===== src/rtl/hpk_pkg.sv =====
`default_nettype none

package hpk_pkg;

    // Parser phases
    typedef enum logic [2:0] {
        PH_FIRST     = 3'd0,
        PH_IDX_CONT  = 3'd1,
        PH_LEN_FIRST = 3'd2,
        PH_LEN_CONT  = 3'd3,
        PH_STRING    = 3'd4
    } hpk_phase_t;

    // Representation kinds held in state
    localparam logic [2:0] REP_INDEXED     = 3'd0;
    localparam logic [2:0] REP_LIT_INCR    = 3'd1;
    localparam logic [2:0] REP_LIT_WITHOUT = 3'd2;
    localparam logic [2:0] REP_LIT_NEVER   = 3'd3;
    localparam logic [2:0] REP_SIZE_UPDATE = 3'd4;

    // Event kinds on the result channel
    localparam logic [3:0] EV_INDEXED     = 4'd0;
    localparam logic [3:0] EV_NAME_LEN    = 4'd5;
    localparam logic [3:0] EV_VALUE_LEN   = 4'd6;
    localparam logic [3:0] EV_STRING_BYTE = 4'd7;
    localparam logic [3:0] EV_ERROR       = 4'd8;

    // Error codes
    localparam logic [1:0] ERR_NONE       = 2'd0;
    localparam logic [1:0] ERR_ZERO_INDEX = 2'd1;
    localparam logic [1:0] ERR_TRUNCATED  = 2'd2;
    localparam logic [1:0] ERR_OVERFLOW   = 2'd3;

    // Representation type bits of the first byte, and the continuation flag of integer bytes
    localparam logic [7:0] FIRST_INDEXED = 8'h80;
    localparam logic [7:0] FIRST_INCR    = 8'h40;
    localparam logic [7:0] FIRST_SIZE    = 8'h20;
    localparam logic [7:0] FIRST_NEVER   = 8'h10;
    localparam logic [7:0] CONT_FLAG     = 8'd128;

    typedef struct packed {
        logic [3:0]  event_kind;
        logic [31:0] number;
        logic        huffman_coded;
        logic [7:0]  data_byte;
        logic        string_last;
        logic        field_done;
        logic [1:0]  error_code;
        logic        run_last;
    } hpk_result_t;

    // Results produced for one byte, first slot delivered first
    typedef struct packed {
        logic [1:0]  cnt;
        hpk_result_t res_a;
        hpk_result_t res_b;
    } hpk_push_t;

    // Low mask of an N-bit prefix
    function automatic logic [7:0] prefix_mask(input logic [2:0] bits);
        logic [7:0] m;
        case (bits)
            3'd0:    m = 8'd0;
            3'd1:    m = 8'd1;
            3'd2:    m = 8'd3;
            3'd3:    m = 8'd7;
            3'd4:    m = 8'd15;
            3'd5:    m = 8'd31;
            3'd6:    m = 8'd63;
            3'd7:    m = 8'd127;
            default: m = 8'd255;
        endcase
        return m;
    endfunction

endpackage

`default_nettype wire


===== src/rtl/hpk_byte_if.sv =====
`default_nettype none

interface hpk_byte_if;
    logic       valid;
    logic       ready;
    logic [7:0] in_byte;
    logic       block_end;

    modport source (output valid, output in_byte, output block_end, input ready);
    modport sink   (input valid, input in_byte, input block_end, output ready);
endinterface

`default_nettype wire


===== src/rtl/hpk_result_if.sv =====
`default_nettype none

interface hpk_result_if;
    logic        valid;
    logic        ready;
    logic [3:0]  event_kind;
    logic [31:0] number;
    logic        huffman_coded;
    logic [7:0]  data_byte;
    logic        string_last;
    logic        field_done;
    logic [1:0]  error_code;
    logic        run_last;

    modport source (
        output valid, output event_kind, output number, output huffman_coded,
        output data_byte, output string_last, output field_done,
        output error_code, output run_last, input ready
    );
    modport sink (
        input valid, input event_kind, input number, input huffman_coded,
        input data_byte, input string_last, input field_done,
        input error_code, input run_last, output ready
    );
endinterface

`default_nettype wire


===== src/rtl/hpk_parse_core.sv =====
`default_nettype none

module hpk_parse_core
    import hpk_pkg::*;
#(
    parameter int INT_WIDTH = 32
) (
    input  wire logic       clk,
    input  wire logic       rst_n,
    input  wire logic       in_valid,
    input  wire logic [7:0] in_byte,
    input  wire logic       block_end,
    output logic            in_ready,
    input  wire logic       space_ok,
    output hpk_push_t       push
);

    localparam int NUM_BITS = (INT_WIDTH < 32) ? INT_WIDTH : 32;

    // Input register
    logic       in_valid_reg;
    logic [7:0] byte_reg;
    logic       end_reg;

    // Parse state
    hpk_phase_t  phase_reg, phase_next;
    logic [2:0]  kind_reg, kind_next;
    logic [31:0] accum_reg, accum_next;
    logic [5:0]  shift_reg, shift_next;
    logic [31:0] left_reg, left_next;
    logic        huff_reg, huff_next;
    logic        in_name_reg, in_name_next;
    logic        discard_reg, discard_next;

    logic        step;
    logic        v0;
    logic        v1;
    hpk_result_t res0;
    hpk_result_t trunc;

    // Integer decode scratch
    logic        fin;
    logic        is_len;
    logic        clr;
    logic [31:0] val;
    logic [7:0]  mask;
    logic [7:0]  masked;
    logic [6:0]  digit;
    logic [39:0] sum;
    logic        ovf;
    logic [31:0] left_dec;
    logic        last;

    assign step     = in_valid_reg && space_ok;
    assign in_ready = !in_valid_reg || step;

    // Hold the incoming byte until the parser takes it
    always_ff @(posedge clk or negedge rst_n)
    begin
        if (!rst_n)
        begin
            in_valid_reg <= 1'b0;
        end
        else if (in_ready)
        begin
            in_valid_reg <= in_valid;
        end
    end

    always_ff @(posedge clk)
    begin
        if (in_ready && in_valid)
        begin
            byte_reg <= in_byte;
            end_reg  <= block_end;
        end
    end

    // Decode one byte against the current state
    always_comb
    begin
        phase_next   = phase_reg;
        kind_next    = kind_reg;
        accum_next   = accum_reg;
        shift_next   = shift_reg;
        left_next    = left_reg;
        huff_next    = huff_reg;
        in_name_next = in_name_reg;
        discard_next = discard_reg;
        v0           = 1'b0;
        v1           = 1'b0;
        res0         = '0;
        trunc        = '0;
        fin          = 1'b0;
        is_len       = 1'b0;
        clr          = 1'b0;
        val          = 32'd0;
        mask         = 8'd0;
        masked       = 8'd0;
        digit        = byte_reg[6:0];
        sum          = 40'd0;
        ovf          = 1'b0;
        left_dec     = left_reg - 32'd1;
        last         = (left_dec == 32'd0);

        if (step && !discard_reg)
        begin
            case (phase_reg)
                PH_IDX_CONT, PH_LEN_CONT:
                begin
                    is_len = (phase_reg == PH_LEN_CONT);
                    if (digit != 7'd0)
                    begin
                        sum = {8'd0, accum_reg} + ({33'd0, digit} << shift_reg);
                        if ({26'd0, shift_reg} >= NUM_BITS)
                        begin
                            ovf = 1'b1;
                        end
                        else if ((sum >> NUM_BITS) != 40'd0)
                        begin
                            ovf = 1'b1;
                        end
                        else
                        begin
                            accum_next = sum[31:0];
                        end
                    end
                    if (ovf)
                    begin
                        v0   = 1'b1;
                        res0.event_kind = EV_ERROR;
                        res0.error_code = ERR_OVERFLOW;
                        clr  = 1'b1;
                        discard_next = 1'b1;
                    end
                    else
                    begin
                        shift_next = (shift_reg > 6'd56) ? 6'd63 : shift_reg + 6'd7;
                        if ((byte_reg & CONT_FLAG) == 8'd0)
                        begin
                            fin = 1'b1;
                            val = accum_next;
                        end
                    end
                end
                PH_LEN_FIRST:
                begin
                    is_len    = 1'b1;
                    huff_next = byte_reg[7];
                    mask      = prefix_mask(3'd7);
                end
                PH_STRING:
                begin
                    v0 = 1'b1;
                    res0.event_kind    = EV_STRING_BYTE;
                    res0.huffman_coded = huff_reg;
                    res0.data_byte     = byte_reg;
                    res0.string_last   = last;
                    res0.field_done    = last && !in_name_reg;
                    left_next = left_dec;
                    if (last)
                    begin
                        if (in_name_reg)
                        begin
                            in_name_next = 1'b0;
                            phase_next   = PH_LEN_FIRST;
                        end
                        else
                        begin
                            clr = 1'b1;
                        end
                    end
                end
                default:
                begin
                    if ((byte_reg & FIRST_INDEXED) != 8'd0)
                    begin
                        kind_next = REP_INDEXED;
                        mask      = prefix_mask(3'd7);
                    end
                    else if ((byte_reg & FIRST_INCR) != 8'd0)
                    begin
                        kind_next = REP_LIT_INCR;
                        mask      = prefix_mask(3'd6);
                    end
                    else if ((byte_reg & FIRST_SIZE) != 8'd0)
                    begin
                        kind_next = REP_SIZE_UPDATE;
                        mask      = prefix_mask(3'd5);
                    end
                    else if ((byte_reg & FIRST_NEVER) != 8'd0)
                    begin
                        kind_next = REP_LIT_NEVER;
                        mask      = prefix_mask(3'd4);
                    end
                    else
                    begin
                        kind_next = REP_LIT_WITHOUT;
                        mask      = prefix_mask(3'd4);
                    end
                end
            endcase

            // Prefix integer: finish now or continue over further bytes
            if (phase_reg == PH_FIRST || phase_reg == PH_LEN_FIRST)
            begin
                masked = byte_reg & mask;
                if (masked != mask)
                begin
                    fin = 1'b1;
                    val = {24'd0, masked};
                end
                else
                begin
                    accum_next = {24'd0, mask};
                    shift_next = 6'd0;
                    phase_next = is_len ? PH_LEN_CONT : PH_IDX_CONT;
                end
            end

            // Act on a completed integer
            if (fin)
            begin
                accum_next = 32'd0;
                shift_next = 6'd0;
                v0 = 1'b1;
                res0.number = val;
                if (!is_len)
                begin
                    res0.event_kind = {1'b0, kind_next};
                    if (kind_next == REP_INDEXED)
                    begin
                        if (val == 32'd0)
                        begin
                            res0.event_kind = EV_ERROR;
                            res0.number     = 32'd0;
                            res0.error_code = ERR_ZERO_INDEX;
                            discard_next    = 1'b1;
                        end
                        else
                        begin
                            res0.field_done = 1'b1;
                        end
                        clr = 1'b1;
                    end
                    else if (kind_next == REP_SIZE_UPDATE)
                    begin
                        res0.field_done = 1'b1;
                        clr = 1'b1;
                    end
                    else
                    begin
                        in_name_next = (val == 32'd0);
                        phase_next   = PH_LEN_FIRST;
                    end
                end
                else if (in_name_reg)
                begin
                    res0.event_kind    = EV_NAME_LEN;
                    res0.huffman_coded = huff_next;
                    if (val == 32'd0)
                    begin
                        in_name_next = 1'b0;
                        phase_next   = PH_LEN_FIRST;
                    end
                    else
                    begin
                        left_next  = val;
                        phase_next = PH_STRING;
                    end
                end
                else
                begin
                    res0.event_kind    = EV_VALUE_LEN;
                    res0.huffman_coded = huff_next;
                    res0.field_done    = (val == 32'd0);
                    if (val == 32'd0)
                    begin
                        clr = 1'b1;
                    end
                    else
                    begin
                        left_next  = val;
                        phase_next = PH_STRING;
                    end
                end
            end
        end

        // Drop the representation state
        if (clr)
        begin
            phase_next   = PH_FIRST;
            kind_next    = REP_INDEXED;
            accum_next   = 32'd0;
            shift_next   = 6'd0;
            left_next    = 32'd0;
            huff_next    = 1'b0;
            in_name_next = 1'b0;
        end

        // End of block: leave discard or flag truncation
        if (step && end_reg)
        begin
            if (discard_next)
            begin
                discard_next = 1'b0;
            end
            else if (phase_next != PH_FIRST)
            begin
                v1 = 1'b1;
                trunc.event_kind = EV_ERROR;
                trunc.error_code = ERR_TRUNCATED;
            end
            phase_next   = PH_FIRST;
            kind_next    = REP_INDEXED;
            accum_next   = 32'd0;
            shift_next   = 6'd0;
            left_next    = 32'd0;
            huff_next    = 1'b0;
            in_name_next = 1'b0;
        end
    end

    // Pack the results in delivery order
    always_comb
    begin
        push = '0;
        push.cnt = {1'b0, v0} + {1'b0, v1};
        push.res_b = trunc;
        push.res_b.run_last = 1'b1;
        if (v0)
        begin
            push.res_a = res0;
            push.res_a.run_last = !v1;
        end
        else
        begin
            push.res_a = trunc;
            push.res_a.run_last = 1'b1;
        end
    end

    // Advance the parse state
    always_ff @(posedge clk or negedge rst_n)
    begin
        if (!rst_n)
        begin
            phase_reg   <= PH_FIRST;
            kind_reg    <= REP_INDEXED;
            accum_reg   <= 32'd0;
            shift_reg   <= 6'd0;
            left_reg    <= 32'd0;
            huff_reg    <= 1'b0;
            in_name_reg <= 1'b0;
            discard_reg <= 1'b0;
        end
        else if (step)
        begin
            phase_reg   <= phase_next;
            kind_reg    <= kind_next;
            accum_reg   <= accum_next;
            shift_reg   <= shift_next;
            left_reg    <= left_next;
            huff_reg    <= huff_next;
            in_name_reg <= in_name_next;
            discard_reg <= discard_next;
        end
    end

endmodule

`default_nettype wire


===== src/rtl/hpk_result_fifo.sv =====
`default_nettype none

module hpk_result_fifo
    import hpk_pkg::*;
(
    input  wire logic       clk,
    input  wire logic       rst_n,
    input  wire hpk_push_t  push,
    output logic            space_ok,
    output logic            out_valid,
    input  wire logic       out_ready,
    output hpk_result_t     head
);

    hpk_result_t entry_reg [4];
    logic [1:0]  wr_reg, wr_next;
    logic [1:0]  rd_reg, rd_next;
    logic [2:0]  count_reg, count_next;
    logic        pop;

    // Room for the worst case of two results
    assign space_ok  = (count_reg <= 3'd2);
    assign out_valid = (count_reg != 3'd0);
    assign pop       = out_valid && out_ready;
    assign head      = entry_reg[rd_reg];

    always_comb
    begin
        wr_next    = wr_reg + push.cnt;
        rd_next    = rd_reg + {1'b0, pop};
        count_next = count_reg + {1'b0, push.cnt} - {2'd0, pop};
    end

    // Write up to two results per cycle
    always_ff @(posedge clk)
    begin
        if (push.cnt != 2'd0)
        begin
            entry_reg[wr_reg] <= push.res_a;
        end
        if (push.cnt == 2'd2)
        begin
            entry_reg[wr_reg + 2'd1] <= push.res_b;
        end
    end

    always_ff @(posedge clk or negedge rst_n)
    begin
        if (!rst_n)
        begin
            wr_reg    <= 2'd0;
            rd_reg    <= 2'd0;
            count_reg <= 3'd0;
        end
        else
        begin
            wr_reg    <= wr_next;
            rd_reg    <= rd_next;
            count_reg <= count_next;
        end
    end

endmodule

`default_nettype wire


===== src/rtl/hpack_representation_parser.sv =====
// HPACK representation parser: one header-block byte in, up to two results out.
// A transferred byte waits in the input register and its results go through the result queue.
// Throughput: one byte per cycle while the result queue has room for two results; a byte with
// two results (the block-end truncation error) is sent as two transfers on the single result port.
// Reset: rst_n clears the parse state, the input register and the result queue at once.
`default_nettype none

module hpack_representation_parser
    import hpk_pkg::*;
#(
    parameter int INT_WIDTH = 32
) (
    input  wire logic    clk,
    input  wire logic    rst_n,
    hpk_byte_if.sink     in_ch,
    hpk_result_if.source out_ch
);

    hpk_push_t   push;
    logic        space_ok;
    logic        out_valid;
    hpk_result_t head;

    hpk_parse_core #(
        .INT_WIDTH (INT_WIDTH)
    ) u_core (
        .clk       (clk),
        .rst_n     (rst_n),
        .in_valid  (in_ch.valid),
        .in_byte   (in_ch.in_byte),
        .block_end (in_ch.block_end),
        .in_ready  (in_ch.ready),
        .space_ok  (space_ok),
        .push      (push)
    );

    hpk_result_fifo u_fifo (
        .clk       (clk),
        .rst_n     (rst_n),
        .push      (push),
        .space_ok  (space_ok),
        .out_valid (out_valid),
        .out_ready (out_ch.ready),
        .head      (head)
    );

    // Drive the result channel from the queue head
    assign out_ch.valid         = out_valid;
    assign out_ch.event_kind    = head.event_kind;
    assign out_ch.number        = head.number;
    assign out_ch.huffman_coded = head.huffman_coded;
    assign out_ch.data_byte     = head.data_byte;
    assign out_ch.string_last   = head.string_last;
    assign out_ch.field_done    = head.field_done;
    assign out_ch.error_code    = head.error_code;
    assign out_ch.run_last      = head.run_last;

`ifndef SYNTHESIS
    // A push never lands on a full queue
    assert property (@(posedge clk) disable iff (!rst_n)
        (push.cnt != 2'd0) |-> space_ok)
        else $error("result push without queue space");

    // The second result of a byte is always the truncation error
    assert property (@(posedge clk) disable iff (!rst_n)
        (push.cnt == 2'd2) |-> (push.res_b.event_kind == EV_ERROR
            && push.res_b.error_code == ERR_TRUNCATED && !push.res_a.run_last))
        else $error("bad second result");

    // A single result closes its byte
    assert property (@(posedge clk) disable iff (!rst_n)
        (push.cnt == 2'd1) |-> push.res_a.run_last)
        else $error("single result without run_last");

    // Error results carry a code, others none
    assert property (@(posedge clk) disable iff (!rst_n)
        out_valid |-> ((head.event_kind == EV_ERROR) == (head.error_code != ERR_NONE)))
        else $error("error code does not match event kind");
`endif

endmodule

`default_nettype wire

===== src/flat_wrapper.sv =====
// flat-port wrapper written by rule: the top's interface ports become plain ports
module hpack_representation_parser_flat import hpk_pkg::*;
#(
    parameter int INT_WIDTH = 32
)
  (clk, rst_n, in_ch_valid, in_ch_in_byte, in_ch_block_end, in_ch_ready, out_ch_valid, out_ch_event_kind, out_ch_number, out_ch_huffman_coded, out_ch_data_byte, out_ch_string_last, out_ch_field_done, out_ch_error_code, out_ch_run_last, out_ch_ready);
  hpk_byte_if in_ch_i ();
  hpk_result_if out_ch_i ();
  input  wire logic clk;
  input  wire logic rst_n;
  input wire logic [$bits(in_ch_i.valid)-1:0] in_ch_valid;
  input wire logic [$bits(in_ch_i.in_byte)-1:0] in_ch_in_byte;
  input wire logic [$bits(in_ch_i.block_end)-1:0] in_ch_block_end;
  output wire logic [$bits(in_ch_i.ready)-1:0] in_ch_ready;
  output wire logic [$bits(out_ch_i.valid)-1:0] out_ch_valid;
  output wire logic [$bits(out_ch_i.event_kind)-1:0] out_ch_event_kind;
  output wire logic [$bits(out_ch_i.number)-1:0] out_ch_number;
  output wire logic [$bits(out_ch_i.huffman_coded)-1:0] out_ch_huffman_coded;
  output wire logic [$bits(out_ch_i.data_byte)-1:0] out_ch_data_byte;
  output wire logic [$bits(out_ch_i.string_last)-1:0] out_ch_string_last;
  output wire logic [$bits(out_ch_i.field_done)-1:0] out_ch_field_done;
  output wire logic [$bits(out_ch_i.error_code)-1:0] out_ch_error_code;
  output wire logic [$bits(out_ch_i.run_last)-1:0] out_ch_run_last;
  input wire logic [$bits(out_ch_i.ready)-1:0] out_ch_ready;
  assign in_ch_i.valid = in_ch_valid;
  assign in_ch_i.in_byte = in_ch_in_byte;
  assign in_ch_i.block_end = in_ch_block_end;
  assign in_ch_ready = in_ch_i.ready;
  assign out_ch_valid = out_ch_i.valid;
  assign out_ch_event_kind = out_ch_i.event_kind;
  assign out_ch_number = out_ch_i.number;
  assign out_ch_huffman_coded = out_ch_i.huffman_coded;
  assign out_ch_data_byte = out_ch_i.data_byte;
  assign out_ch_string_last = out_ch_i.string_last;
  assign out_ch_field_done = out_ch_i.field_done;
  assign out_ch_error_code = out_ch_i.error_code;
  assign out_ch_run_last = out_ch_i.run_last;
  assign out_ch_i.ready = out_ch_ready;
  hpack_representation_parser #(.INT_WIDTH(INT_WIDTH)) u_core (.clk(clk), .rst_n(rst_n), .in_ch(in_ch_i), .out_ch(out_ch_i));
endmodule

===== config.mk =====
export PLATFORM = sky130hd
export DESIGN_NAME = hpack_representation_parser_flat
export DESIGN_NICKNAME = d
export VERILOG_FILES = /design/src/rtl/hpk_pkg.sv /design/src/rtl/hpk_byte_if.sv /design/src/rtl/hpk_result_if.sv /design/src/rtl/hpk_parse_core.sv /design/src/rtl/hpk_result_fifo.sv /design/src/rtl/hpack_representation_parser.sv /design/src/flat_wrapper.sv
export SDC_FILE = /design/constraint.sdc
export NUM_CORES = 1
export LEC_CHECK = 0
export BUFFER_PORTS_ARGS = -buffer_cell sky130_fd_sc_hd__buf_2
export CAP_MARGIN = 15
export CORE_MARGIN = 2
export CORE_UTILIZATION = 56
export DETAILED_ROUTE_END_ITERATION = 8
export GPL_TIMING_DRIVEN = 0
export PLACE_DENSITY = 0.73
export SYNTH_ARGS = -nofsm -noshare
export SYNTH_HDL_FRONTEND = slang
export SYNTH_HIERARCHICAL = 1
export SYNTH_SLANG_ARGS = --single-unit

===== constraint.sdc =====
create_clock -name clk -period 11.59 [get_ports clk]
set_clock_uncertainty 0.05 [all_clocks]
set_input_delay 2.8975 -clock clk [delete_from_list [all_inputs] [get_ports clk]]
set_output_delay 2.8975 -clock clk [all_outputs]
set_load 0.01 [all_outputs]

# Word level (Yosys, flattened, before mapping)
# Memory sizes are Yosys's and may differ from the RTL's.
# Cells that the tools add are included.
word_totals:
  regBits: 96
  ramBits: 200
  inputBits: 13
  output_inout_bits: 52
  word_cells: 211
  mem_count: 1
classes:
  addsub: 9
  order_cmp: 3
  eq_ne: 7
  n_shift: 1
  n_mux: 148
  bitwise_logic: 1
  reduce_logical: 27
memory_table:
  columns: ["name", "depth", "width", "read_ports", "rd_clocked_by_memory_dff", "write_ports", "line", "rtl"]
  rows:
  - ["u_core.u_fifo.entry_reg", 4, 50, 1, 0, 2, "hpk_result_fifo.sv:15", "hpk_result_t entry_reg [4];"]
ops:
  columns: ["operator", "count"]
  rows:
  - ["$mux W32", 24]
  - ["$mux W3", 24]
  - ["$mux W36", 2]
  - ["$logic_not A32 Y1", 2]
  - ["$mux W1", 61]
  - ["$mux W6", 10]
  - ["$mux W50", 1]
  - ["$mux W49", 1]
  - ["$add A32 B40 Y40", 1]
  - ["$reduce_bool A40 Y1", 1]
  - ["$shl A7 B6 Y40", 1]
  - ["$mux W37", 1]
  - ["$sub A32 B1 Y32 const B", 1]
  - ["$mux W2", 10]
  - ["$mux W4", 5]
  - ["$pmux W7 S2", 1]
  - ["$mux W11", 1]
  - ["$reduce_bool A3 Y1", 3]
  - ["$and A8 B8 Y8", 1]
  - ["$logic_not A8 Y1", 1]
  - ["$mux W8", 1]
  - ["$ne A8 B8 Y1", 1]
  - ["$pmux W4 S2", 1]
  - ["$mux W7", 1]
  - ["other kinds (26)", 40]

# Logic depth before layout (Yosys ltp)
# Gate-level depths: netlist of the first run.
depth:
  depth_word: 28
  depth_mapped: 31
  mapped_depth_nobuf: 26

# Modules after synthesis
# Netlist of the first run, hierarchy kept.
modules_own_cells:
  columns: ["mod", "n_inst", "cells_per_inst", "area_per_inst_um2", "seq_area_each_um2"]
  rows:
  - ["hpk_result_fifo", 1, 531, 10183.5, 6180.9]
  - ["hpk_parse_core", 1, 1240, 9417.8, 2272.2]

# Worst setup path after synthesis of the first run
# Ideal clock, no wire load.
synth_timing:
  path_kind: "register -> register"
  start: "reg u_core.u_core.shift_reg[0]"
  end: "mem u_core/u_fifo/entry_reg[2][0] in the netlist's numbering, enable pin"
  setup_time_ns: 0.474
  arrival_ns: 8.676
  required_time_ns: 11.066
  slack_ns: 2.390
  stages_incl_launch_ff: 25
  n_path_buf: 3
  cell_sequence: "dfrtp_1 > buf_2 > mux4_2 > a22o_1 > o21ai_0 > nor2_1 > ha_1 > a21o_1 > a21o_1 > a221o_1 > or3_1 > o32a_1 > a211oi_1 > o32ai_2 > or3_1 > clkbuf_1 > o311ai_4 > o21ai_2 > a311o_1 > a32oi_1 > o2111a_1 > ha_1 > buf_6 > or3b_2 > a21oi_1"
synth_lines:
  columns: ["item", "line", "rtl"]
  rows:
  - ["start, declared", "hpk_parse_core.sv:29", "logic [5:0] shift_reg, shift_next;"]
  - ["start signal, assigned", "hpk_parse_core.sv:363", "shift_reg <= shift_next;"]
  - ["end, declared", "hpk_result_fifo.sv:15", null]

==> implementation parameters, run 1 <==
Parameter                              Value

CTS
  Post-CTS repair timing setup buffer count    0
  CTS root buffer    sky130_fd_sc_hd__clkbuf_16
  Hold-fix buffer count after cts    0
  TritonCTS clock tree    built
  CTS clk-pin slew, worst paths    0.06 ns
  Maximum buffer depth of the clock tree    3
  Clock buffer count from CTS    34
  Clock sink total    296
  Resized cells post-CTS    0
  Insertion delay of the later-clocked pin in the worst-skew pair    0.51 ns
  CTS H-tree lvls    2

Route
  Final WL    57300 um
  Count of vias placed by the detailed router    15600
  Total iterations of the first detailed-routing run    6
  Count of unresolved DRC violations after routing    0
  Antenna violation net count after detailed routing    0
  Average wire length per cell after detail routing    23.8 um
  Vias per inst    6.49
  Drt initial violations    1651

Yosys
  Number of synthesized flops with an enable pin    209
  Most frequent cells after synthesis    sky130_fd_sc_hd__edfxtp_1 (209), sky130_fd_sc_hd__mux2_2 (186), sky130_fd_sc_hd__nor2_1 (136)
  Biggest area consumer among synthesized cells    sky130_fd_sc_hd__edfxtp_1
  Dominant register cell in the synthesized netlist    sky130_fd_sc_hd__edfxtp_1
  Asr flop ratio synth    29.4%
  Portion of the post-synthesis area used by sequential elements    43.1%
  Count of distinct cell types in the synthesized netlist    98
  Syn Area/Cell    11.1 um2
  Most frequently used cell type in the post-synthesis netlist    sky130_fd_sc_hd__edfxtp_1
  Yosys warning total    6
  Netlist area before placement    19600 um2
  Area contributors post-synth    sky130_fd_sc_hd__edfxtp_1 (32%), sky130_fd_sc_hd__dfrtp_1 (11%), sky130_fd_sc_hd__mux2_2 (11%)
  Post-synth top area share    32.0%
  Syn Inst Count    1771
  Post-synthesis register bit count    296

Cells and area
  Number of flip-flops in the largest register    200
  ANT cells    0
  Layout cell share with drive strength beyond 1    26.1%
  Final cell count without fillers    2403
  Post-route standard cell area excluding fillers    22000 um2
  Area Overhead vs Synth    12.2%
  Net count reported at finish    1980

Die
  Count of standard-cell rows    68
  Height of the die    191 um
  Core outline area    34500 um2
  Area of the die    36500 um2
  Number of top-level design ports    65
  Starting Density    56.7%
  DIE WIDTH    191 um

Hold path
  Hold path start    u_core/u_core/kind_reg[2]
  Worst hold-check path type    flop to flop

Placement
  GPL Wtd Cong    0.990
  Count of buffers inserted at the top-level ports    64
  Cell count after placement    2344
  HPWL Detailed    42100 um
  Worst setup timing slack at the placement stage    2.72 ns
  Placement Cell Area    20900 um2

Setup path
  Crit Path Class    flop to flop
  Critical path fanouts, max    21
  Origin of the worst setup path    u_core/u_core/shift_reg[0]
  Reg-to-reg startpoint    u_core/u_core/shift_reg[0]
  Type of destination of the critical path    flop
  Category of the worst setup path launch point    flop
  Required time of the critical path    11.74 ns
  Data arrival time of the critical path    9.52 ns

Power
  Total Power    4.93 mW
  Leak pwr    8.76 nW
  Peak VDD IR    0.152 mV
  Pwr per Cell Area    224 nW/um2

STA
  Highest achievable clock rate    0.107 GHz
  Accumulated negative setup slack    0 ns
  Slew at the pin closest to its max-slew limit    1.09 ns
  Min Tclk post-route    9.37 ns
  Final-report setup violation count    0
  Number of hold-slack violations in the final timing report    0
  Final critical-path setup slack    2.22 ns
  Relative max-transition margin    26.9%
  Number of max-slew violations in the final report    0
  Portion of the clock cycle consumed by the worst path in the final layout    80.9%
  RSZ-0062 raised after global routing    false

Global routing
  Grt met2 use    50.8%
  Met1 usage    43.8%
  Largest net degree at the start of global routing    45
  Total congestion overflow after global routing    0
  Overall track demand over capacity in global routing    31.5%
  Number of global-route vias before repair    15100
  Routing usage on met3    4.04%
  Most crowded layer after global routing    met2
  Initial antenna violation count    0
  First-pass GRT wire length    88100 um

Outcome
  Outcome    finished, final reports clean

Flow run
  Number of max-capacitance violations reported    0
## cells by family (layout without fill, tap and decap cells)
| logic type | after synthesis | in the layout | share of synthesized area, % |
|---|---|---|---|
| and+or+nand+nor | 479 | 479 | 12.4 |
| buffers and inverters | 211 | 342 | 5.93 |
| AOI/OAI and AO/OA | 417 | 417 | 14.6 |
| muxes | 288 | 288 | 19.5 |
| adders and majority gates | 42 | 42 | 2.76 |
| xor gates and xnor gates | 36 | 36 | 1.61 |
| other | 2 | 48 | 0.0383 |
| DFF | 296 | 296 | 43.1 |
## through the flow
stage,hold WS (ns),utilization (%)
global placement,0.413,59.8
CTS,0.438,63.7
global route,0.473,63.7
detailed placement,0.425,60.4
finish,0.439,63.7
floorplan,0.400,-
## cell type report
type                            instances  area (um2)
Clock buffer                           50         962
Buffer                                162         978
Timing Repair Buffer                   72         490
Clock inverter                          9         154
Inverter                               49         184
Multi-Input combinational cell       1310       10200
Tap cell                              455         569
Fill cell                            2732       12600
Sequential cell                       296        8450
## critical path: stages (launching register included)
cell                       delay, ns
sky130_fd_sc_hd__dfrtp_1        0.32
sky130_fd_sc_hd__buf_2          0.24
sky130_fd_sc_hd__clkbuf_1       0.35
sky130_fd_sc_hd__nand2_1        0.10
sky130_fd_sc_hd__o22ai_1        0.42
sky130_fd_sc_hd__mux2i_1        0.35
sky130_fd_sc_hd__nor3_1         0.46
sky130_fd_sc_hd__ha_1           0.38
sky130_fd_sc_hd__a21oi_1        0.30
sky130_fd_sc_hd__o21ai_0        0.17
sky130_fd_sc_hd__a221o_1        0.36
sky130_fd_sc_hd__or3_1          0.34
sky130_fd_sc_hd__o32ai_1        0.52
sky130_fd_sc_hd__a32o_1         0.22
sky130_fd_sc_hd__o32ai_2        0.17
sky130_fd_sc_hd__nor2_1         0.49
sky130_fd_sc_hd__o21ai_1        0.39
sky130_fd_sc_hd__a21oi_1        0.61
sky130_fd_sc_hd__a41oi_1        0.24
sky130_fd_sc_hd__o21ai_0        0.29
sky130_fd_sc_hd__o2111a_1       0.33
sky130_fd_sc_hd__ha_1           0.33
sky130_fd_sc_hd__buf_6          0.17
sky130_fd_sc_hd__or3b_2         0.50
sky130_fd_sc_hd__a21oi_4        0.64
sky130_fd_sc_hd__buf_12         0.28
## final timing paths
check / endpoint / slack [ns] / cells past startpoint
max: u_core/u_fifo/entry_reg[2][16] / 2.22 / 25
min in group asynchronous: u_core/u_core/accum_reg[26] / 2.36 / 1
min: u_core/u_core/kind_reg[2] / 0.44 / 2
max reg2reg: u_core/u_fifo/entry_reg[2][16] / 2.22 / 25
min reg2reg: u_core/u_core/kind_reg[2] / 0.44 / 2
max in group asynchronous: u_core/u_core/phase_reg[1] / 8.47 / 2
## metal layers
metal	share of wire, %	routed length (um)
met5	0	0
met4	3.4	1950
met3	7.3	4150
met2	47	27000
met1	42	24200
## power by group
group | internal, mW | leakage (nW) | switching [mW] | total (mW)
Clock | 0.665 | 0.538 | 0.426 | 1.09
Combinational | 0.880 | 5.07 | 1.36 | 2.23
Sequential | 1.50 | 3.15 | 0.105 | 1.61
## cell usage in the layout (no fill, tap or decap), drive strengths merged, types with 21 or more instances in the layout
cell type	n
edfxtp	209
mux2	204
buf	180
nor2	137
a21oi	108
nand2	107
clkbuf	104
dfrtp	87
o21ai	78
mux4	52
inv	49
conb	48
ha	40
nor3	39
o22ai	35
mux2i	32
nand3	29
a21o	27
xnor2	26
or3	25
nor4	21
Note: power is estimated with default switching activity, not from simulation.
==> run 2, diff against run 1 <==
clock period = 8.8 ns   (was 11.59 ns; I/O delays follow)
==> run 2 against run 1 <==
Wire length grew 1.8%. Utilization rose by 0.47 points. Critical path depth is 3 lower. Setup slack got worse by 1.9 ns. Final cell count grew 0.50%. Largest power group unchanged.
==> implementation parameters, run 2 (synthesized netlist as in run 1, its figures left out) <==
Parameter                              Value

CTS
  Clock sink total    296
  Maximum buffer depth of the clock tree    3
  Clock buffer count from CTS    35
  CTS H-tree lvls    2
  CTS root buffer    sky130_fd_sc_hd__clkbuf_16
  Hold-fix buffer count after cts    0
  CTS clk-pin slew, worst paths    0.06 ns
  TritonCTS clock tree    built
  Insertion delay of the later-clocked pin in the worst-skew pair    0.53 ns

Route
  Drt initial violations    1810
  Final WL    58300 um
  Vias per inst    6.47
  Count of unresolved DRC violations after routing    0
  Antenna violation net count after detailed routing    0
  Total iterations of the first detailed-routing run    5
  Average wire length per cell after detail routing    24.1 um
  Count of vias placed by the detailed router    15600

Power
  Peak VDD IR    0.238 mV
  Total Power    6.56 mW
  Leak pwr    8.83 nW
  Pwr per Cell Area    296 nW/um2

Cells and area
  ANT cells    0
  Leading cell type in the layout, fill and taps excluded    sky130_fd_sc_hd__edfxtp_1
  Number of flip-flops in the largest register    200
  Layout cell share with drive strength beyond 1    27.3%
  Area Overhead vs Synth    13.0%
  Most frequent cells in the layout    sky130_fd_sc_hd__edfxtp_1 (209), sky130_fd_sc_hd__mux2_2 (186), sky130_fd_sc_hd__nor2_1 (135)
  Final cell count without fillers    2415
  Net count reported at finish    1988

Die
  Number of top-level design ports    65
  Count of standard-cell rows    68
  Height of the die    191 um
  Area of the die    36500 um2
  Core outline area    34500 um2
  DIE WIDTH    191 um
  Starting Density    56.7%

Global routing
  Number of global-route vias before repair    15000
  Overall track demand over capacity in global routing    31.8%
  First-pass GRT wire length    88300 um
  Total congestion overflow after global routing    0
  Initial antenna violation count    0
  Largest net degree at the start of global routing    51

Hold path
  Min-Delay Endpoint    u_core/u_core/kind_reg[2]
  Hold path depth    2
  Worst hold-check path type    flop to flop
  Hold path start    u_core/u_core/kind_reg[2]

Setup path
  Reg-to-reg startpoint    u_core/u_core/byte_reg[3]
  Data arrival time of the critical path    8.72 ns
  Category of the worst setup path launch point    flop
  Cell count of the worst reg-to-reg path    22
  Required time of the critical path    9.03 ns
  Critical path fanouts, max    10
  Type of destination of the critical path    flop
  Worst reg2reg setup slack    0.31 ns
  Reg2Reg Capture Point    u_core/u_fifo/entry_reg[0][8]
  Crit Path Class    flop to flop

Outcome
  Outcome    finished, final reports clean

STA
  Final-report setup violation count    0
  Min Tclk post-route    8.49 ns
  Relative max-transition margin    30.7%
  Number of hold-slack violations in the final timing report    0
  Portion of the clock cycle consumed by the worst path in the final layout    96.5%
  Final critical-path setup slack    0.312 ns
  Slew at the pin closest to its max-slew limit    1.04 ns
  Number of max-slew violations in the final report    0
  Highest achievable clock rate    0.118 GHz

Flow run
  Number of max-capacitance violations reported    0

Placement
  HPWL Detailed    42400 um
  Worst setup timing slack at the placement stage    0.00632 ns
  GPL Wtd Cong    0.995
  Count of buffers inserted at the top-level ports    64
  Cell count after placement    2345
## run 2: cell count changes in the layout (fill, tap and decap cells not counted), sizes merged
cell | before | now
clkinv | 4 | 16
bufinv | 4 | 3
buf | 180 | 186
clkinvlp | 1 | 5
inv | 49 | 50
clkbuf | 104 | 94
## run 2: layout make-up
class	instances	area, um2
Tap cell	455	569
Timing Repair Buffer	79	573
Fill cell	2793	12400
Inverter	49	184
Clock buffer	39	932
Sequential cell	296	8450
Buffer	162	981
Clock inverter	25	235
Multi-Input combinational cell	1310	10200
## run 2: critical path, stage by stage, from the launching register on
cell                        delay, ns
sky130_fd_sc_hd__edfxtp_1        0.61
sky130_fd_sc_hd__mux4_2          0.60
sky130_fd_sc_hd__a32o_1          0.31
sky130_fd_sc_hd__o21ai_0         0.47
sky130_fd_sc_hd__nor2_1          0.09
sky130_fd_sc_hd__ha_1            0.41
sky130_fd_sc_hd__nand2_1         0.13
sky130_fd_sc_hd__o221ai_1        0.48
sky130_fd_sc_hd__o21ai_0         0.18
sky130_fd_sc_hd__a21boi_0        0.45
sky130_fd_sc_hd__o2111ai_1       0.18
sky130_fd_sc_hd__or4_1           0.58
sky130_fd_sc_hd__or4_4           0.58
sky130_fd_sc_hd__o311ai_4        0.47
sky130_fd_sc_hd__o21ai_2         0.09
sky130_fd_sc_hd__a311o_1         0.36
sky130_fd_sc_hd__a32oi_1         0.23
sky130_fd_sc_hd__o2111a_1        0.36
sky130_fd_sc_hd__ha_1            0.33
sky130_fd_sc_hd__buf_6           0.17
sky130_fd_sc_hd__nand4b_1        0.41
sky130_fd_sc_hd__buf_2           0.37
sky130_fd_sc_hd__mux2_2          0.32
## run 2: worst max path at each step
stage                                     startpoint                        endpoint  slack, ns  cells after the start
after global placement     u_core/u_core/byte_reg[4]  u_core/u_fifo/entry_reg[3][35]      -3.16                     24
after CTS                 u_core/u_core/shift_reg[0]  u_core/u_fifo/entry_reg[2][31]       0.09                     26
after floorplan           u_core/u_core/shift_reg[0]   u_core/u_fifo/entry_reg[3][0]       0.17                     24
after detailed placement   u_core/u_core/byte_reg[4]  u_core/u_fifo/entry_reg[2][31]      0.006                     25
after global routing       u_core/u_core/byte_reg[4]   u_core/u_fifo/entry_reg[0][8]      -0.02                     25
final                      u_core/u_core/byte_reg[3]   u_core/u_fifo/entry_reg[0][8]       0.31                     22
## run 2: timing repair
| item | CTS | global route |
|---|---|---|
| endpoints found under the hold margin | 0 | 0 |
| buffers inserted | 0 | 5 |
| resized for setup | 1 | 9 |
| endpoints found under the setup margin | 42 | 394 |
| pin swaps | 0 | 2 |
## run 2: layer usage
| layer | global-route usage (%) | share of wire (%) | vias up | routed length [um] |
|---|---|---|---|---|
| met5 | 0 | 0 | - | 0 |
| met3 | 5.91 | 8.6 | 116 | 5020 |
| li1 | - | - | 7064 | - |
| met1 | 43.6 | 42 | 7638 | 24300 |
| met2 | 51.8 | 47 | 807 | 27400 |
| met4 | 9.23 | 2.6 | 0 | 1510 |
## run 2: metrics by stage
stage,TNS [ns],util (%),area (um2),hold WS (ns)
final,0,64.1,22100,0.436
after global placement,-469.42,59.8,20700,0.414
after detailed placement,0,60.5,20900,0.422
after CTS,0,63.9,22100,0.435
after global routing,-0.351,64.1,22100,0.477
after floorplan,0,-,19800,0.400
## run 2: power breakdown
group          switching (mW)  internal (mW)
Clock                   0.606          0.860
Combinational            1.79           1.18
Sequential              0.143           1.98
Total                    2.54           4.02
==> run 3, diff against run 2 <==
CORE_UTILIZATION = 32   (was 56)
PLACE_DENSITY = default   (was 0.73)
==> run 3 against run 2 <==
Utilization shrank 27 points. Sequential share of layout area fell by 0.68 points. Clock power fell by 5%. Wire length grew 0.80%. Hold slack improved by 0.0027 ns. Critical path depth grew 4. First-iteration DRC count is 14% lower. Final area increased by 1.8%. Via count fell by 1.7%. Global-route usage down 14 points. Combinational power rose by 2%. Largest cell class unchanged.
==> implementation parameters, run 3 (synthesized netlist as in run 1, its figures left out) <==
Parameter                              Value

Outcome
  Outcome    finished, final reports clean

Route
  Detailed-routed wire length on met2    28500 um
  Total iterations of the first detailed-routing run    5
  Top Metal Used    met4
  Antenna violation net count after detailed routing    0
  Wire length on met3    3240 um
  Average wire length per cell after detail routing    21.4 um
  Final WL    58800 um
  Drt initial violations    1562
  Count of vias placed by the detailed router    15400
  Count of unresolved DRC violations after routing    0
  Vias per inst    5.59
  DRT met1 WL    25300 um

STA
  Highest achievable clock rate    0.116 GHz
  Portion of the clock cycle consumed by the worst path in the final layout    97.9%
  Min Tclk post-route    8.62 ns
  Number of hold-slack violations in the final timing report    0
  Relative max-transition margin    22.8%
  Slew at the pin closest to its max-slew limit    1.15 ns
  RSZ-0062 raised after global routing    false
  Final-report setup violation count    0
  Number of max-slew violations in the final report    0

Die
  Core outline area    60500 um2
  DIE WIDTH    251 um
  Count of standard-cell rows    90
  Height of the die    251 um
  Area of the die    63200 um2
  Number of top-level design ports    65
  Starting Density    32.4%

CTS
  CTS H-tree lvls    2
  Clock buffer count from CTS    35
  CTS root buffer    sky130_fd_sc_hd__clkbuf_16
  Clock sink total    296
  TritonCTS clock tree    built
  CTS clk-pin slew, worst paths    0.06 ns
  Hold-fix buffer count after cts    0
  Insertion delay of the later-clocked pin in the worst-skew pair    0.53 ns
  Maximum buffer depth of the clock tree    3

Flow run
  Number of max-capacitance violations reported    0

Cells and area
  Count of fill cells added during filler insertion    5861
  Leading cell type in the layout, fill and taps excluded    sky130_fd_sc_hd__edfxtp_1
  Final standard cell utilization of the core    37.3%
  ANT cells    0
  Net count reported at finish    1995
  Final cell count without fillers    2748
  Layout cell share with drive strength beyond 1    26.8%
  Area taken by flip-flops and latches    8450 um2
  Area Overhead vs Synth    15.0%
  Multi-input combinational cell area    10200 um2
  Most frequent cells in the layout    sky130_fd_sc_hd__edfxtp_1 (209), sky130_fd_sc_hd__mux2_2 (186), sky130_fd_sc_hd__nor2_1 (135)
  Number of flip-flops in the largest register    200

Global routing
  First-pass GRT wire length    90100 um
  Largest net degree at the start of global routing    64
  Number of global-route vias before repair    15300
  Initial antenna violation count    0
  Overall track demand over capacity in global routing    18.2%
  Total congestion overflow after global routing    0

Setup path
  Type of destination of the critical path    flop
  Required time of the critical path    8.96 ns
  Highest-delay cell along the critical path    sky130_fd_sc_hd__o32ai_1
  Critical path fanouts, max    26
  Category of the worst setup path launch point    flop
  CP Buf/Inv Count    5
  Crit Path Class    flop to flop
  Data arrival time of the critical path    8.78 ns
  Crit path largest cell delay    0.58 ns
  Largest delay contributor family on the critical path    compound AO/OA/AOI/OAI gates

Placement
  HPWL Detailed    43400 um
  GPL Wtd Cong    0.933
  Cell count after placement    2672
  Count of buffers inserted at the top-level ports    64

Hold path
  Worst hold-check path type    flop to flop

Power
  Leak pwr    8.84 nW
  Peak VDD IR    0.140 mV
  Pwr per Cell Area    289 nW/um2
[run 3: routing by layer]
layer	track usage, %	vias to the layer above
met5	0	-
met4	5.87	0
met3	1.93	107
met2	31.2	592
met1	24.2	7608
li1	-	7051
[run 3: through the flow]
step           setup slack [ns]  total power, mW  instance area (um2)  hold WS [ns]  setup TNS (ns)
2_1_floorplan             0.170             4.05                19800         0.400               0
3_3_place_gp              -3.40             4.97                21100         0.414         -513.19
3_5_place_dp             -0.200             5.10                21300         0.425           -7.19
4_1_cts                   0.114             6.52                22500         0.438               0
5_1_grt                  0.0228             6.87                22500         0.482               0
6_report                  0.181             6.52                22500         0.439               0
[run 3: worst register-to-register path: stages, from the launching register on]
cell                       delay, ns
sky130_fd_sc_hd__edfxtp_1       0.35
sky130_fd_sc_hd__clkbuf_1       0.29
sky130_fd_sc_hd__mux4_2         0.56
sky130_fd_sc_hd__a22o_1         0.31
sky130_fd_sc_hd__o21ai_0        0.51
sky130_fd_sc_hd__nor2_1         0.11
sky130_fd_sc_hd__ha_1           0.40
sky130_fd_sc_hd__a21o_1         0.22
sky130_fd_sc_hd__a21o_1         0.17
sky130_fd_sc_hd__a221o_1        0.36
sky130_fd_sc_hd__or3_1          0.34
sky130_fd_sc_hd__o32ai_1        0.58
sky130_fd_sc_hd__a32o_1         0.28
sky130_fd_sc_hd__o32ai_4        0.15
sky130_fd_sc_hd__or3_1          0.38
sky130_fd_sc_hd__clkbuf_1       0.22
sky130_fd_sc_hd__o311ai_4       0.43
sky130_fd_sc_hd__o21ai_2        0.09
sky130_fd_sc_hd__a311o_1        0.36
sky130_fd_sc_hd__a32oi_1        0.24
sky130_fd_sc_hd__o2111a_1       0.40
sky130_fd_sc_hd__ha_1           0.34
sky130_fd_sc_hd__buf_6          0.16
sky130_fd_sc_hd__mux2i_1        0.21
sky130_fd_sc_hd__nor2b_4        0.31
sky130_fd_sc_hd__buf_12         0.23
sky130_fd_sc_hd__buf_12         0.23
[run 3: layout make-up]
class / count / share of cell area [%]
clock inverters: 12 / 0.461
plain buffers: 162 / 4.34
well taps: 782 / 4.34
repair buffers: 86 / 2.87
inverters: 49 / 0.816
multi-input cells: 1310 / 45.3
flip-flops and latches: 296 / 37.5
clock buffers: 51 / 4.37
[run 3: report_power, final]
| part | internal [mW] | total, mW | switching (mW) |
|---|---|---|---|
| Sequential | 1.98 | 2.11 | 0.131 |
| Combinational | 1.22 | 3.03 | 1.81 |
| Clock | 0.810 | 1.39 | 0.579 |
| Total | 4.01 | 6.52 | 2.52 |
[run 3: path summary, 6_finish.rpt]
check                                               start                             end  slack (ns)  cells past startpoint
worst max register to register  u_core/u_core/byte_reg[4]  u_core/u_fifo/entry_reg[3][36]        0.18                     26
worst min-delay path            u_core/u_core/kind_reg[1]       u_core/u_core/kind_reg[1]        0.44                      2
worst min register to register  u_core/u_core/kind_reg[1]       u_core/u_core/kind_reg[1]        0.44                      2
worst max-delay path            u_core/u_core/byte_reg[4]  u_core/u_fifo/entry_reg[3][36]        0.18                     26
min in group asynchronous                           rst_n         u_core/u_fifo/rd_reg[0]        1.54                      1
max in group asynchronous                           rst_n     u_core/u_core/accum_reg[29]        6.46                      2
[run 3: timing repair]
action	CTS	global route
setup buffers	5	7
pin swaps	1	3
cloned	0	0
resized for setup	1	5
setup endpoints to repair	56	396
